--- config.mk ---
export PLATFORM = sky130hd
export DESIGN_NAME = dhcp_rx_frame_classifier_top
export DESIGN_NICKNAME = d
export VERILOG_FILES = /design/src/dhcp_rx_pkg.sv /design/src/dhcp_rx_parser.sv /design/src/dhcp_rx_commit.sv /design/src/dhcp_rx_frame_classifier_top.sv
export SDC_FILE = /design/constraint.sdc
export NUM_CORES = 2
export LEC_CHECK = 0
export BUFFER_PORTS_ARGS = -buffer_cell sky130_fd_sc_hd__buf_2
export CAP_MARGIN = 20
export CORE_UTILIZATION = 65
export CTS_CLUSTER_DIAMETER = 150
export DETAILED_ROUTE_END_ITERATION = 16
export PLACE_DENSITY = 0.84
export SYNTH_ARGS = -nofsm -noshare
export SYNTH_HDL_FRONTEND = slang
export SYNTH_SLANG_ARGS = --single-unit
export TNS_END_PERCENT = 50
--- constraint.sdc ---
create_clock -name clk -period 37.6 [get_ports clk]
set_clock_uncertainty 0.05 [all_clocks]
set_input_delay 5.64 -clock clk [delete_from_list [all_inputs] [get_ports clk]]
set_output_delay 5.64 -clock clk [all_outputs]
set_load 0.005 [all_outputs]
--- src/dhcp_rx_pkg.sv ---
`default_nettype none
package dhcp_rx_pkg;
  typedef enum logic [1:0] {
    CMD_BYTE  = 2'd0,
    CMD_EMPTY = 2'd1,
    CMD_READ  = 2'd2,
    CMD_CLEAR = 2'd3
  } cmd_t;

  typedef enum logic [2:0] {
    V_TRUNC   = 3'd0,
    V_NOT_IP  = 3'd1,
    V_NOT_UDP = 3'd2,
    V_NOT_DH  = 3'd3,
    V_BAD_CK  = 3'd4,
    V_DHCP_OK = 3'd5,
    V_COUNTER = 3'd6
  } verdict_t;

  typedef enum logic [2:0] {
    OPT_CODE  = 3'd0,
    OPT_LEN   = 3'd1,
    OPT_SKIP  = 3'd2,
    OPT_VALUE = 3'd3,
    OPT_DONE  = 3'd4
  } opt_state_t;

  localparam int NUM_CNT = 10;
  localparam logic [3:0] CNT_FRAMES = 4'd0;
  localparam logic [3:0] CNT_TRUNC  = 4'd1;
  localparam logic [3:0] CNT_IPV4   = 4'd2;
  localparam logic [3:0] CNT_UDP    = 4'd3;
  localparam logic [3:0] CNT_DHCP   = 4'd4;
  localparam logic [3:0] CNT_BADCK  = 4'd5;
  localparam logic [3:0] CNT_OFFER  = 4'd6;
  localparam logic [3:0] CNT_ACK    = 4'd7;
  localparam logic [3:0] CNT_NAK    = 4'd8;
  localparam logic [3:0] CNT_GEN    = 4'd9;

  localparam logic [15:0] ETH_IPV4 = 16'h0800;
  localparam logic [7:0]  PROTO_UDP = 8'd17;
  localparam logic [15:0] PORT_SRV = 16'd67;
  localparam logic [15:0] PORT_CLI = 16'd68;
  localparam logic [31:0] MAGIC_COOKIE = 32'h63825363;
  localparam logic [7:0]  OPT_MSG_TYPE = 8'd53;
  localparam logic [7:0]  OPT_END = 8'd255;
  localparam logic [7:0]  OPT_PAD = 8'd0;

  typedef struct packed {
    logic [1:0] cmd;
    logic [7:0] data_byte;
    logic       last_byte;
    logic [7:0] iface;
    logic [7:0] dst_idx;
    logic [3:0] counter_index;
  } in_item_t;

  typedef struct packed {
    logic [2:0]  verdict;
    logic [7:0]  dhcp_type;
    logic [31:0] xid;
    logic [47:0] client_hw_addr;
    logic [31:0] src_ip;
    logic [31:0] dst_ip;
    logic [15:0] udp_sport;
    logic [15:0] udp_dport;
    logic [47:0] dest_mac;
    logic [7:0]  last_iface;
    logic [7:0]  last_dst_idx;
    logic [31:0] counter_value;
  } out_item_t;

  // frame capture handed from the parser to the commit stage
  typedef struct packed {
    logic [47:0] dest_mac;
    logic [15:0] ethertype;
    logic [7:0]  ip_byte0;
    logic [7:0]  proto;
    logic [31:0] src_ip;
    logic [31:0] dst_ip;
    logic [15:0] udp_sport;
    logic [15:0] udp_dport;
    logic [31:0] xid;
    logic [47:0] chaddr;
    logic [31:0] cookie;
    logic        found;
    logic [7:0]  mtype;
  } capture_t;
endpackage
`default_nettype wire

--- src/dhcp_rx_parser.sv ---
`default_nettype none
module dhcp_rx_parser
  import dhcp_rx_pkg::*;
#(
  parameter int MAX_FRAME_LEN = 65535
) (
  input  wire logic        clk,
  input  wire logic        rst,
  input  wire logic        byte_en,
  input  wire logic        restart,
  input  wire logic [7:0]  b,
  output capture_t         cap_next,
  output logic [15:0]      len_next
);
  logic [15:0] pos;
  capture_t cap;
  opt_state_t ost;
  logic [7:0] opt_code;
  logic [7:0] skip_left;

  logic [15:0] pos_next;
  opt_state_t ost_next;
  logic [7:0] opt_code_next, skip_left_next;
  logic [6:0] hlen;
  logic [16:0] p, u, d;
  logic take;

  always_comb begin
    cap_next       = cap;
    pos_next       = pos;
    ost_next       = ost;
    opt_code_next  = opt_code;
    skip_left_next = skip_left;
    p    = {1'b0, pos};
    take = byte_en && (p < 17'(MAX_FRAME_LEN));
    if (take) begin
      if (p < 17'd6) cap_next.dest_mac = {cap.dest_mac[39:0], b};
      if (p == 17'd12 || p == 17'd13) cap_next.ethertype = {cap.ethertype[7:0], b};
      if (p == 17'd14) cap_next.ip_byte0 = b;
      if (p == 17'd23) cap_next.proto = b;
      if (p >= 17'd26 && p < 17'd30) cap_next.src_ip = {cap.src_ip[23:0], b};
      if (p >= 17'd30 && p < 17'd34) cap_next.dst_ip = {cap.dst_ip[23:0], b};
    end
    // port and dhcp offsets follow the header length, already valid at byte 14
    hlen = {1'b0, cap_next.ip_byte0[3:0], 2'b00};
    u = 17'd14 + 17'(hlen);
    d = u + 17'd8;
    if (take) begin
      if (p >= u && p < u + 17'd2) cap_next.udp_sport = {cap.udp_sport[7:0], b};
      if (p >= u + 17'd2 && p < u + 17'd4) cap_next.udp_dport = {cap.udp_dport[7:0], b};
      if (p >= d + 17'd4 && p < d + 17'd8) cap_next.xid = {cap.xid[23:0], b};
      if (p >= d + 17'd28 && p < d + 17'd34) cap_next.chaddr = {cap.chaddr[39:0], b};
      if (p >= d + 17'd236 && p < d + 17'd240) cap_next.cookie = {cap.cookie[23:0], b};
      if (p >= d + 17'd240) begin
        case (ost)
          OPT_CODE: begin
            if (b == OPT_END) ost_next = OPT_DONE;
            else if (b != OPT_PAD) begin
              opt_code_next = b;
              ost_next = OPT_LEN;
            end
          end
          OPT_LEN: begin
            if (opt_code == OPT_MSG_TYPE && b == 8'd1) ost_next = OPT_VALUE;
            else if (b == 8'd0) ost_next = OPT_CODE;
            else begin
              skip_left_next = b;
              ost_next = OPT_SKIP;
            end
          end
          OPT_SKIP: begin
            skip_left_next = skip_left - 8'd1;
            if (skip_left == 8'd1) ost_next = OPT_CODE;
          end
          OPT_VALUE: begin
            cap_next.mtype = b;
            cap_next.found = 1'b1;
            ost_next = OPT_DONE;
          end
          default: ;
        endcase
      end
      pos_next = pos + 16'd1;
    end
  end

  assign len_next = pos_next;

  always_ff @(posedge clk) begin
    if (rst || restart) begin
      pos       <= '0;
      cap       <= '0;
      ost       <= OPT_CODE;
      opt_code  <= '0;
      skip_left <= '0;
    end else begin
      pos       <= pos_next;
      cap       <= cap_next;
      ost       <= ost_next;
      opt_code  <= opt_code_next;
      skip_left <= skip_left_next;
    end
  end
endmodule
`default_nettype wire

--- src/dhcp_rx_commit.sv ---
`default_nettype none
module dhcp_rx_commit
  import dhcp_rx_pkg::*;
(
  input  wire logic        clk,
  input  wire logic        rst,
  input  wire logic        go,
  input  wire logic        commit,
  input  wire logic        empty,
  input  wire logic        read,
  input  wire logic        clear,
  input  wire capture_t    cap,
  input  wire logic [15:0] len,
  input  wire logic [7:0]  iface,
  input  wire logic [7:0]  dst_idx,
  input  wire logic [3:0]  counter_index,
  output out_item_t        res
);
  logic [31:0] cnt [NUM_CNT];
  out_item_t seen;
  out_item_t seen_next;
  logic [NUM_CNT-1:0] inc;
  logic [2:0] v;
  logic [16:0] l, hl, need;
  logic [7:0] mtype;

  always_comb begin
    seen_next = seen;
    inc = '0;
    v = V_TRUNC;
    l = (empty) ? 17'd0 : {1'b0, len};
    hl = 17'({cap.ip_byte0[3:0], 2'b00});
    need = 17'd22 + hl;
    mtype = cap.found ? cap.mtype : 8'd0;
    if (commit) begin
      inc[CNT_FRAMES] = 1'b1;
      if (l < 17'd14) begin
        inc[CNT_TRUNC] = 1'b1;
      end else begin
        seen_next.dest_mac = cap.dest_mac;
        seen_next.last_iface = iface;
        seen_next.last_dst_idx = dst_idx;
        if (cap.ethertype != ETH_IPV4) v = V_NOT_IP;
        else begin
          inc[CNT_IPV4] = 1'b1;
          if (l < 17'd34 || cap.ip_byte0[7:4] != 4'd4 || hl < 17'd20 || l < need) begin
            inc[CNT_TRUNC] = 1'b1;
          end else begin
            seen_next.src_ip = cap.src_ip;
            seen_next.dst_ip = cap.dst_ip;
            if (cap.proto != PROTO_UDP) v = V_NOT_UDP;
            else begin
              inc[CNT_UDP] = 1'b1;
              seen_next.udp_sport = cap.udp_sport;
              seen_next.udp_dport = cap.udp_dport;
              if (cap.udp_sport != PORT_SRV || cap.udp_dport != PORT_CLI) v = V_NOT_DH;
              else begin
                inc[CNT_DHCP] = 1'b1;
                if (l - need < 17'd240 || cap.cookie != MAGIC_COOKIE) begin
                  inc[CNT_BADCK] = 1'b1;
                  v = V_BAD_CK;
                end else begin
                  v = V_DHCP_OK;
                  seen_next.xid = cap.xid;
                  seen_next.dhcp_type = mtype;
                  seen_next.client_hw_addr = cap.chaddr;
                  if (mtype == 8'd2) inc[CNT_OFFER] = 1'b1;
                  else if (mtype == 8'd5) inc[CNT_ACK] = 1'b1;
                  else if (mtype == 8'd6) inc[CNT_NAK] = 1'b1;
                end
              end
            end
          end
        end
      end
    end
    res = seen_next;
    res.verdict = read ? V_COUNTER : v;
    res.counter_value = (read && counter_index < 4'(NUM_CNT)) ? cnt[counter_index] : '0;
  end

  always_ff @(posedge clk) begin
    if (rst) begin
      seen <= '0;
      for (int i = 0; i < NUM_CNT; i++) cnt[i] <= '0;
    end else if (go && clear) begin
      seen <= '0;
      // everything zeroed except the generation, which steps
      for (int i = 0; i < NUM_CNT; i++) begin
        cnt[i] <= (i == int'(CNT_GEN)) ? cnt[i] + 32'd1 : '0;
      end
    end else if (go) begin
      seen <= seen_next;
      for (int i = 0; i < NUM_CNT; i++) cnt[i] <= cnt[i] + 32'(inc[i]);
    end
  end
endmodule
`default_nettype wire

--- src/dhcp_rx_frame_classifier_top.sv ---
// dhcp receive frame classifier
// in channel: one request per cycle while in_stall is low (in_valid, in_data). a request
//   is a frame byte, a frame without payload, a counter read or a statistics clear
// out channel: out_valid, out_stall, out_data. one result per final frame byte, per
//   frame without payload and per counter read; other requests give none
// the result is registered and shows in the cycle after its request is taken
// throughput: one request per cycle while in_stall is low; the parse and the verdict
//   are each one pass of logic behind the byte position register and the capture registers
// the output register holds a result while out_stall is high; in_stall rises
//   only while a held result blocks the next one, so no result is lost
// reset (rst, synchronous): drops any frame in progress, zeroes captured fields
//   and all ten counters, empties the output register
// clear request: the same, except the generation counter is bumped
`default_nettype none
module dhcp_rx_frame_classifier_top
  import dhcp_rx_pkg::*;
#(
  parameter int MAX_FRAME_LEN = 65535
) (
  input  wire logic clk,
  input  wire logic rst,
  input  wire logic in_valid,
  output logic      in_stall,
  input  in_item_t  in_data,
  output logic      out_valid,
  input  wire logic out_stall,
  output out_item_t out_data
);
  logic go, is_byte, is_empty, is_read, is_clear, commit, produce;
  capture_t cap_next;
  logic [15:0] len_next;
  out_item_t res;

  // stall only while a held result cannot drain
  assign in_stall = out_valid && out_stall;
  assign go       = in_valid && !in_stall;
  assign is_byte  = in_data.cmd == CMD_BYTE;
  assign is_empty = in_data.cmd == CMD_EMPTY;
  assign is_read  = in_data.cmd == CMD_READ;
  assign is_clear = in_data.cmd == CMD_CLEAR;
  assign commit   = (is_byte && in_data.last_byte) || is_empty;
  assign produce  = commit || is_read;

  dhcp_rx_parser #(.MAX_FRAME_LEN(MAX_FRAME_LEN)) u_parser (
    .clk(clk), .rst(rst),
    .byte_en(go && is_byte),
    .restart(go && (commit || is_clear)),
    .b(in_data.data_byte),
    .cap_next(cap_next),
    .len_next(len_next)
  );

  dhcp_rx_commit u_commit (
    .clk(clk), .rst(rst), .go(go),
    .commit(commit), .empty(is_empty), .read(is_read), .clear(is_clear),
    .cap(cap_next), .len(len_next),
    .iface(in_data.iface), .dst_idx(in_data.dst_idx),
    .counter_index(in_data.counter_index),
    .res(res)
  );

  // output register
  always_ff @(posedge clk) begin
    if (rst) begin
      out_valid <= 1'b0;
    end else if (go) begin
      out_valid <= produce;
    end else if (!out_stall) begin
      out_valid <= 1'b0;
    end
  end

  always_ff @(posedge clk) begin
    if (go && produce) begin
      out_data <= res;
    end
  end
endmodule
`default_nettype wire

**Yosys cells after proc, flatten, opt, wreduce, memory -nomap -nowiden**

Memories as Yosys holds them, arrays and structs flattened. A register that Yosys moved wholly into a read port is not among the register bits.
Cells that the tools add are included.

- Register bits after elaboration: 832
- Bits in latches: 0
- RAM bits: 320
- Bits in read-only memories: 0
- Input bits: 35
- Output and inout port bits: 285
- Logic and storage cells: 266
- Memories kept: 1

- Add/sub/neg operators: 24
- $mul: 0
- Divide/modulo/power cells: 0
- $lt $le $gt $ge: 23
- Equal/unequal tests: 28
- Shifts and indexed selects: 0
- Mux-type cells: 88
- Bitwise operators: 22
- Reduce and logical (&&, ||, !) cells: 40

Memories:

| memory | words | bits a word | rd ports | clocked after Yosys merged registers in | write ports | RTL line | text |
|---|---|---|---|---|---|---|---|
| u_commit.cnt | 10 | 32 | 11 | 1 | 10 | dhcp_rx_commit.sv:19 | `logic [31:0] cnt [NUM_CNT];` |

Operators by type and width:

| cell | number |
|---|---|
| $mux 32 | 25 |
| $mux 248 | 2 |
| $mux 184 | 2 |
| $add 32x1->32 | 9 |
| $mux 88 | 3 |
| $mux 153 | 1 |
| $mux 144 | 1 |
| $ge 16x17->1 | 6 |
| $mux 48 | 2 |
| $lt 16x17->1 | 5 |
| $mux 16 | 5 |
| $eq 16x4->1 const B | 3 |
| $mux 8 | 6 |
| $add 17x3->17 const B | 2 |
| $add 17x4->17 const B | 2 |
| $add 17x8->17 const B | 2 |
| $mux 3 | 11 |
| $add 32x1->32 const B | 1 |
| $ge 16x5->1 const B | 2 |
| $ne 16x7->1 const B | 2 |
| $ne 32x31->1 const B | 1 |
| $mux 9 | 3 |
| $or 1x1->1 | 20 |
| $mux 1 | 19 |
| 53 further kinds | 90 |

**Longest topological paths before layout**

- Depth in word-level cells: 27
- Depth in mapped cells: 38
- Gate-level depth less buffers: 34

**Hierarchy**

Synthesis repeated with hierarchy kept, for this count alone.

- Cell total of the unflattened synthesis: 5162
- Area total of the unflattened synthesis: 56666.8 um2

Modules (own cells, without submodules):

| module | times used | cells each | area an instance (um2) | sequential area each (um2) |
|---|---|---|---|---|
| dhcp_rx_commit | 1 | 3235 | 32123.3 | 14574.0 |
| dhcp_rx_parser | 1 | 1626 | 15914.0 | 6646.4 |
| dhcp_rx_frame_classifier_top | 1 | 301 | 8629.5 | 8518.2 |

**Least setup slack after synthesis**

Ideal clock, no wire load.

- Path kind: input port to flip-flop
- Start: input in_data[29] (netlist bit)
- End: register, netlist name out_data[0]
- Setup time: 1025 ps
- Arrival time: 19641 ps
- Data required time: 36525 ps
- Setup slack: 16884 ps
- Stages: 3
- Path buffers: 1
- Cells stage by stage: clkbuf_1 > nand2b_1 > a21oi_1

- Longest elaborated chain between the ends: 5
- Elaborated cells between the ends (all ways): 9
- Those cells by class: eq/ne: 2; reduce/logical: 7

Ends and longest elaborated chain:

| what | RTL line | text |
|---|---|---|
| from (decl) | dhcp_rx_frame_classifier_top.sv:24 | `input in_item_t in_data,` |
| $logic_not 2->1 | dhcp_rx_frame_classifier_top.sv:37 | `assign is_byte = in_data.cmd == CMD_BYTE;` |
| $logic_and 1x1->1 | dhcp_rx_frame_classifier_top.sv:41 | `assign commit = (is_byte && in_data.last_byte) \|\| is_empty;` |
| $logic_or 1x1->1 | dhcp_rx_frame_classifier_top.sv:41 |  |
| $logic_or 1x1->1 | dhcp_rx_frame_classifier_top.sv:42 | `assign produce = commit \|\| is_read;` |
| $logic_and 1x1->1 | dhcp_rx_frame_classifier_top.sv:74 | `if (go && produce) begin` |

Parallel ways exist; a longest one is shown, timed or not.
A chain may end at the register's enable or synchronous reset.

==> flow_summary.yaml <==
run_status:
  status: "completed"
grt:
  grt_overflow_total: 0
  grt_use_total: 0.311
  antenna_found_initial: 4
  grt_first_pass_wirelength_mm: 206
  grt_max_degree: 224
  grt_pass1_vias: 37428
worst_setup_path:
  worstReg2RegEnd: "u_commit.cnt[8][30]"
  ff2ff_path_depth: 37
  critPathMaxStageDelay_ps: 590
  slowest_stage: "nor4_2"
  r2r_setup_slack_ps: 27150
  crit_top_cell: "ha_1"
  r2r_start: "out_valid"
  critPathMaxFanout: 36
  crit_required_ps: 37960
  critical_path_arrival_ps: 15580
  crit_path_start_kind: "input pin"
  cpLargestDelayFamily: "simple AND/OR/NAND/NOR gates"
  path_buf_inv: 7
  path_class: "in2reg"
  critPathCaptureType: "register"
detailed_routing:
  wl_per_cell_microns: 20.6
  vias_per_cell: 6.16
  firstDrtPassIters: 8
  ant_nets: 0
  remaining_drc_errors: 0
  first_iter_violations: 4159
  routed_wirelength_mm: 132
  via_count: 39468
logic_synthesis:
  synth.net_count: 5159
  synthCells: 5040
  synth_edf_count: 603
  syn_area_per_cell_sq_um: 10.6
  synth.distinct_cells: 76
  yosysMostFrequentCell: "nand2_1"
  synth_commonest_cells: "663 x nand2_1, 646 x nor2_1, 603 x edfxtp_1"
  synth_largest_area_cell: "edfxtp_1"
  synth_top_area_frac: 0.339
  yosysWarnings: 0
  netlist_area_sq_um: 53400
  async_flop_share: 0
  synth_top_flop_cell: "edfxtp_1"
  synth.yosys.seq_area_share: 0.557
  synth_area_leaders: "edfxtp_1 34%, dfxtp_1 22%, mux2i_1 5.5%"
  postSynthRegisterBits: 1184
floorplan:
  rows: 104
  floorplan.die_area_sq_um: 83300
  fp.dieH_microns: 289
  core-area_sq_um: 80900
  start_util: 0.660
  ios: 320
  die_w_microns: 289
min_path:
  min_from: "u_parser.cap[238]"
  hold_depth: 2
  hp-class: "reg2reg"
  hold_end: "u_parser.cap[246]"
cells_and_area:
  layout-drive-gt1-share: 0.140
  fin_nets: 5363
  fin_cells: 6404
  syn2layout_area_growth_pct: 11.5
sta:
  fin_setup_tns_ps: 0
  timing_hold_violations_final: 0
  fin_crit_ps: 15220
  final_max_slew_viol_count: 0
  timing.final.crit_share: 0.405
  setup_viol: 0
  setup_ws_ps: 22380
  relSlewSlack: 0.211
  timing.fmax_ghz: 0.0657
  rsz0062_at_grt: "no"
  holdWs_ps: 378
  tightest_slew_ps: 1170
clocking:
  tritoncts: "built"
  numCtsBuffers: 112
  ctsHoldBuffers: 0
  path_clk_slew_ps: 70
  cts.sinks: 1184
  clk_latency_ps: 710
  cts_setup_buffers: 0
  cts.htree.levels: 3
  cts.path.max_buffers: 3
  cts_resized: 0
  cts_root_buf: "clkbuf_16"
place:
  dpl.hpwl_mm: 85.3
  port_buffers: 319
  routabilityCongestion: 0.938
  post-place-cells: 6181
  pre_cts_slack_ps: 21270
job:
  drv_cap: 0
pwr:
  p_total_uw: 2700
  p_leak_uw: 0.0210
  pwr_density_cell_nw_per_um2: 45.4
  peakVddDrop_v: 0.0000439
[final cells by class]
cell class              instances  area (sq um)
flip-flops and latches       1184         29700
multi-input cells            3511         22400
fillers                      5393         21400
clock buffers                 155          3140
repair buffers                387          2230
well taps                    1060          1330
clock inverters                58           563
inverters                      48           188
diodes                          1          2.50
[placed cells by master (no fill, tap or decap), types with 64 or more instances in the layout]
master and n:
a211oi_1 74, nor2_1 644, buf_2 317, mux2i_1 295
ha_1 84, xnor2_1 97, edfxtp_1 603, nand3_1 156
clkbuf_16 113, a21oi_1 145, nand2_1 661, xor2_1 197
mux4_2 64, o21ai_0 449, and3_1 99, dfxtp_1 581
[power by group]
group | internal [uW] | leakage [uW] | switching [uW] | total, uW
Sequential | 1400 | 0.0108 | 35.8 | 1440
Combinational | 49.1 | 0.00838 | 92.4 | 141
Clock | 623 | 0.00181 | 502 | 1130
Total | 2070 | 0.0210 | 630 | 2700
[state kept, by name, summed over array words and instances (netlist names)]
register / count
u_commit.cnt: 320
u_parser.cap: 297
out_data: 283
u_commit.seen: 248
u_parser.pos: 16
u_parser.opt_code: 8
u_parser.skip_left: 8
u_parser.ost: 3
out_valid: 1
[worst max path at each step]
stage	from	endpoint	slack, ps	cells after the start
2_1_floorplan	in_data[29]	out_data[0]	16880	3
3_3_place_gp	out_stall	u_commit.cnt[8][30]	21570	34
3_5_place_dp	out_stall	u_commit.cnt[8][30]	21270	34
4_1_cts	out_stall	u_commit.cnt[7][29]	21840	32
5_1_grt	out_stall	u_commit.cnt[8][30]	21460	38
6_report	out_stall	u_commit.cnt[8][30]	22380	38
[tightest hold or removal path: stages (launching register included)]
cell     delay, ps
dfxtp_1        330
nand2_1         60
a21oi_1         50
[metal layers]
metal / GRT usage / vias up / share of wire
li1: - / 18382 / -
met4: 0.118 / 0 / 0.035
met5: 0 / - / 0
met2: 0.507 / 1527 / 0.48
met3: 0.0367 / 291 / 0.066
met1: 0.428 / 19268 / 0.41
[logic make-up (layout without fill, tap and decap cells)]
group / Yosys count / count (layout) / synth area share
AND/OR/NAND/NOR: 1904 / 1904 / 0.161
AO/OA/AOI/OAI: 849 / 849 / 0.101
multiplexers: 380 / 380 / 0.0868
other: 0 / 1 / 0
adder cells (fa/ha/maj): 84 / 84 / 0.0197
XOR/XNOR: 294 / 294 / 0.0482
buffers and inverters: 345 / 648 / 0.0267
flip-flops: 1184 / 1184 / 0.557
[metrics by stage]
stage	utilization	instance area (sq um)
CTS	0.734	59400
detailed placement	0.688	55700
global placement	0.688	55700
finish	0.736	59600
global route	0.736	59600
floorplan	-	53400
No activity file was read; power rests on OpenSTA's default activity.
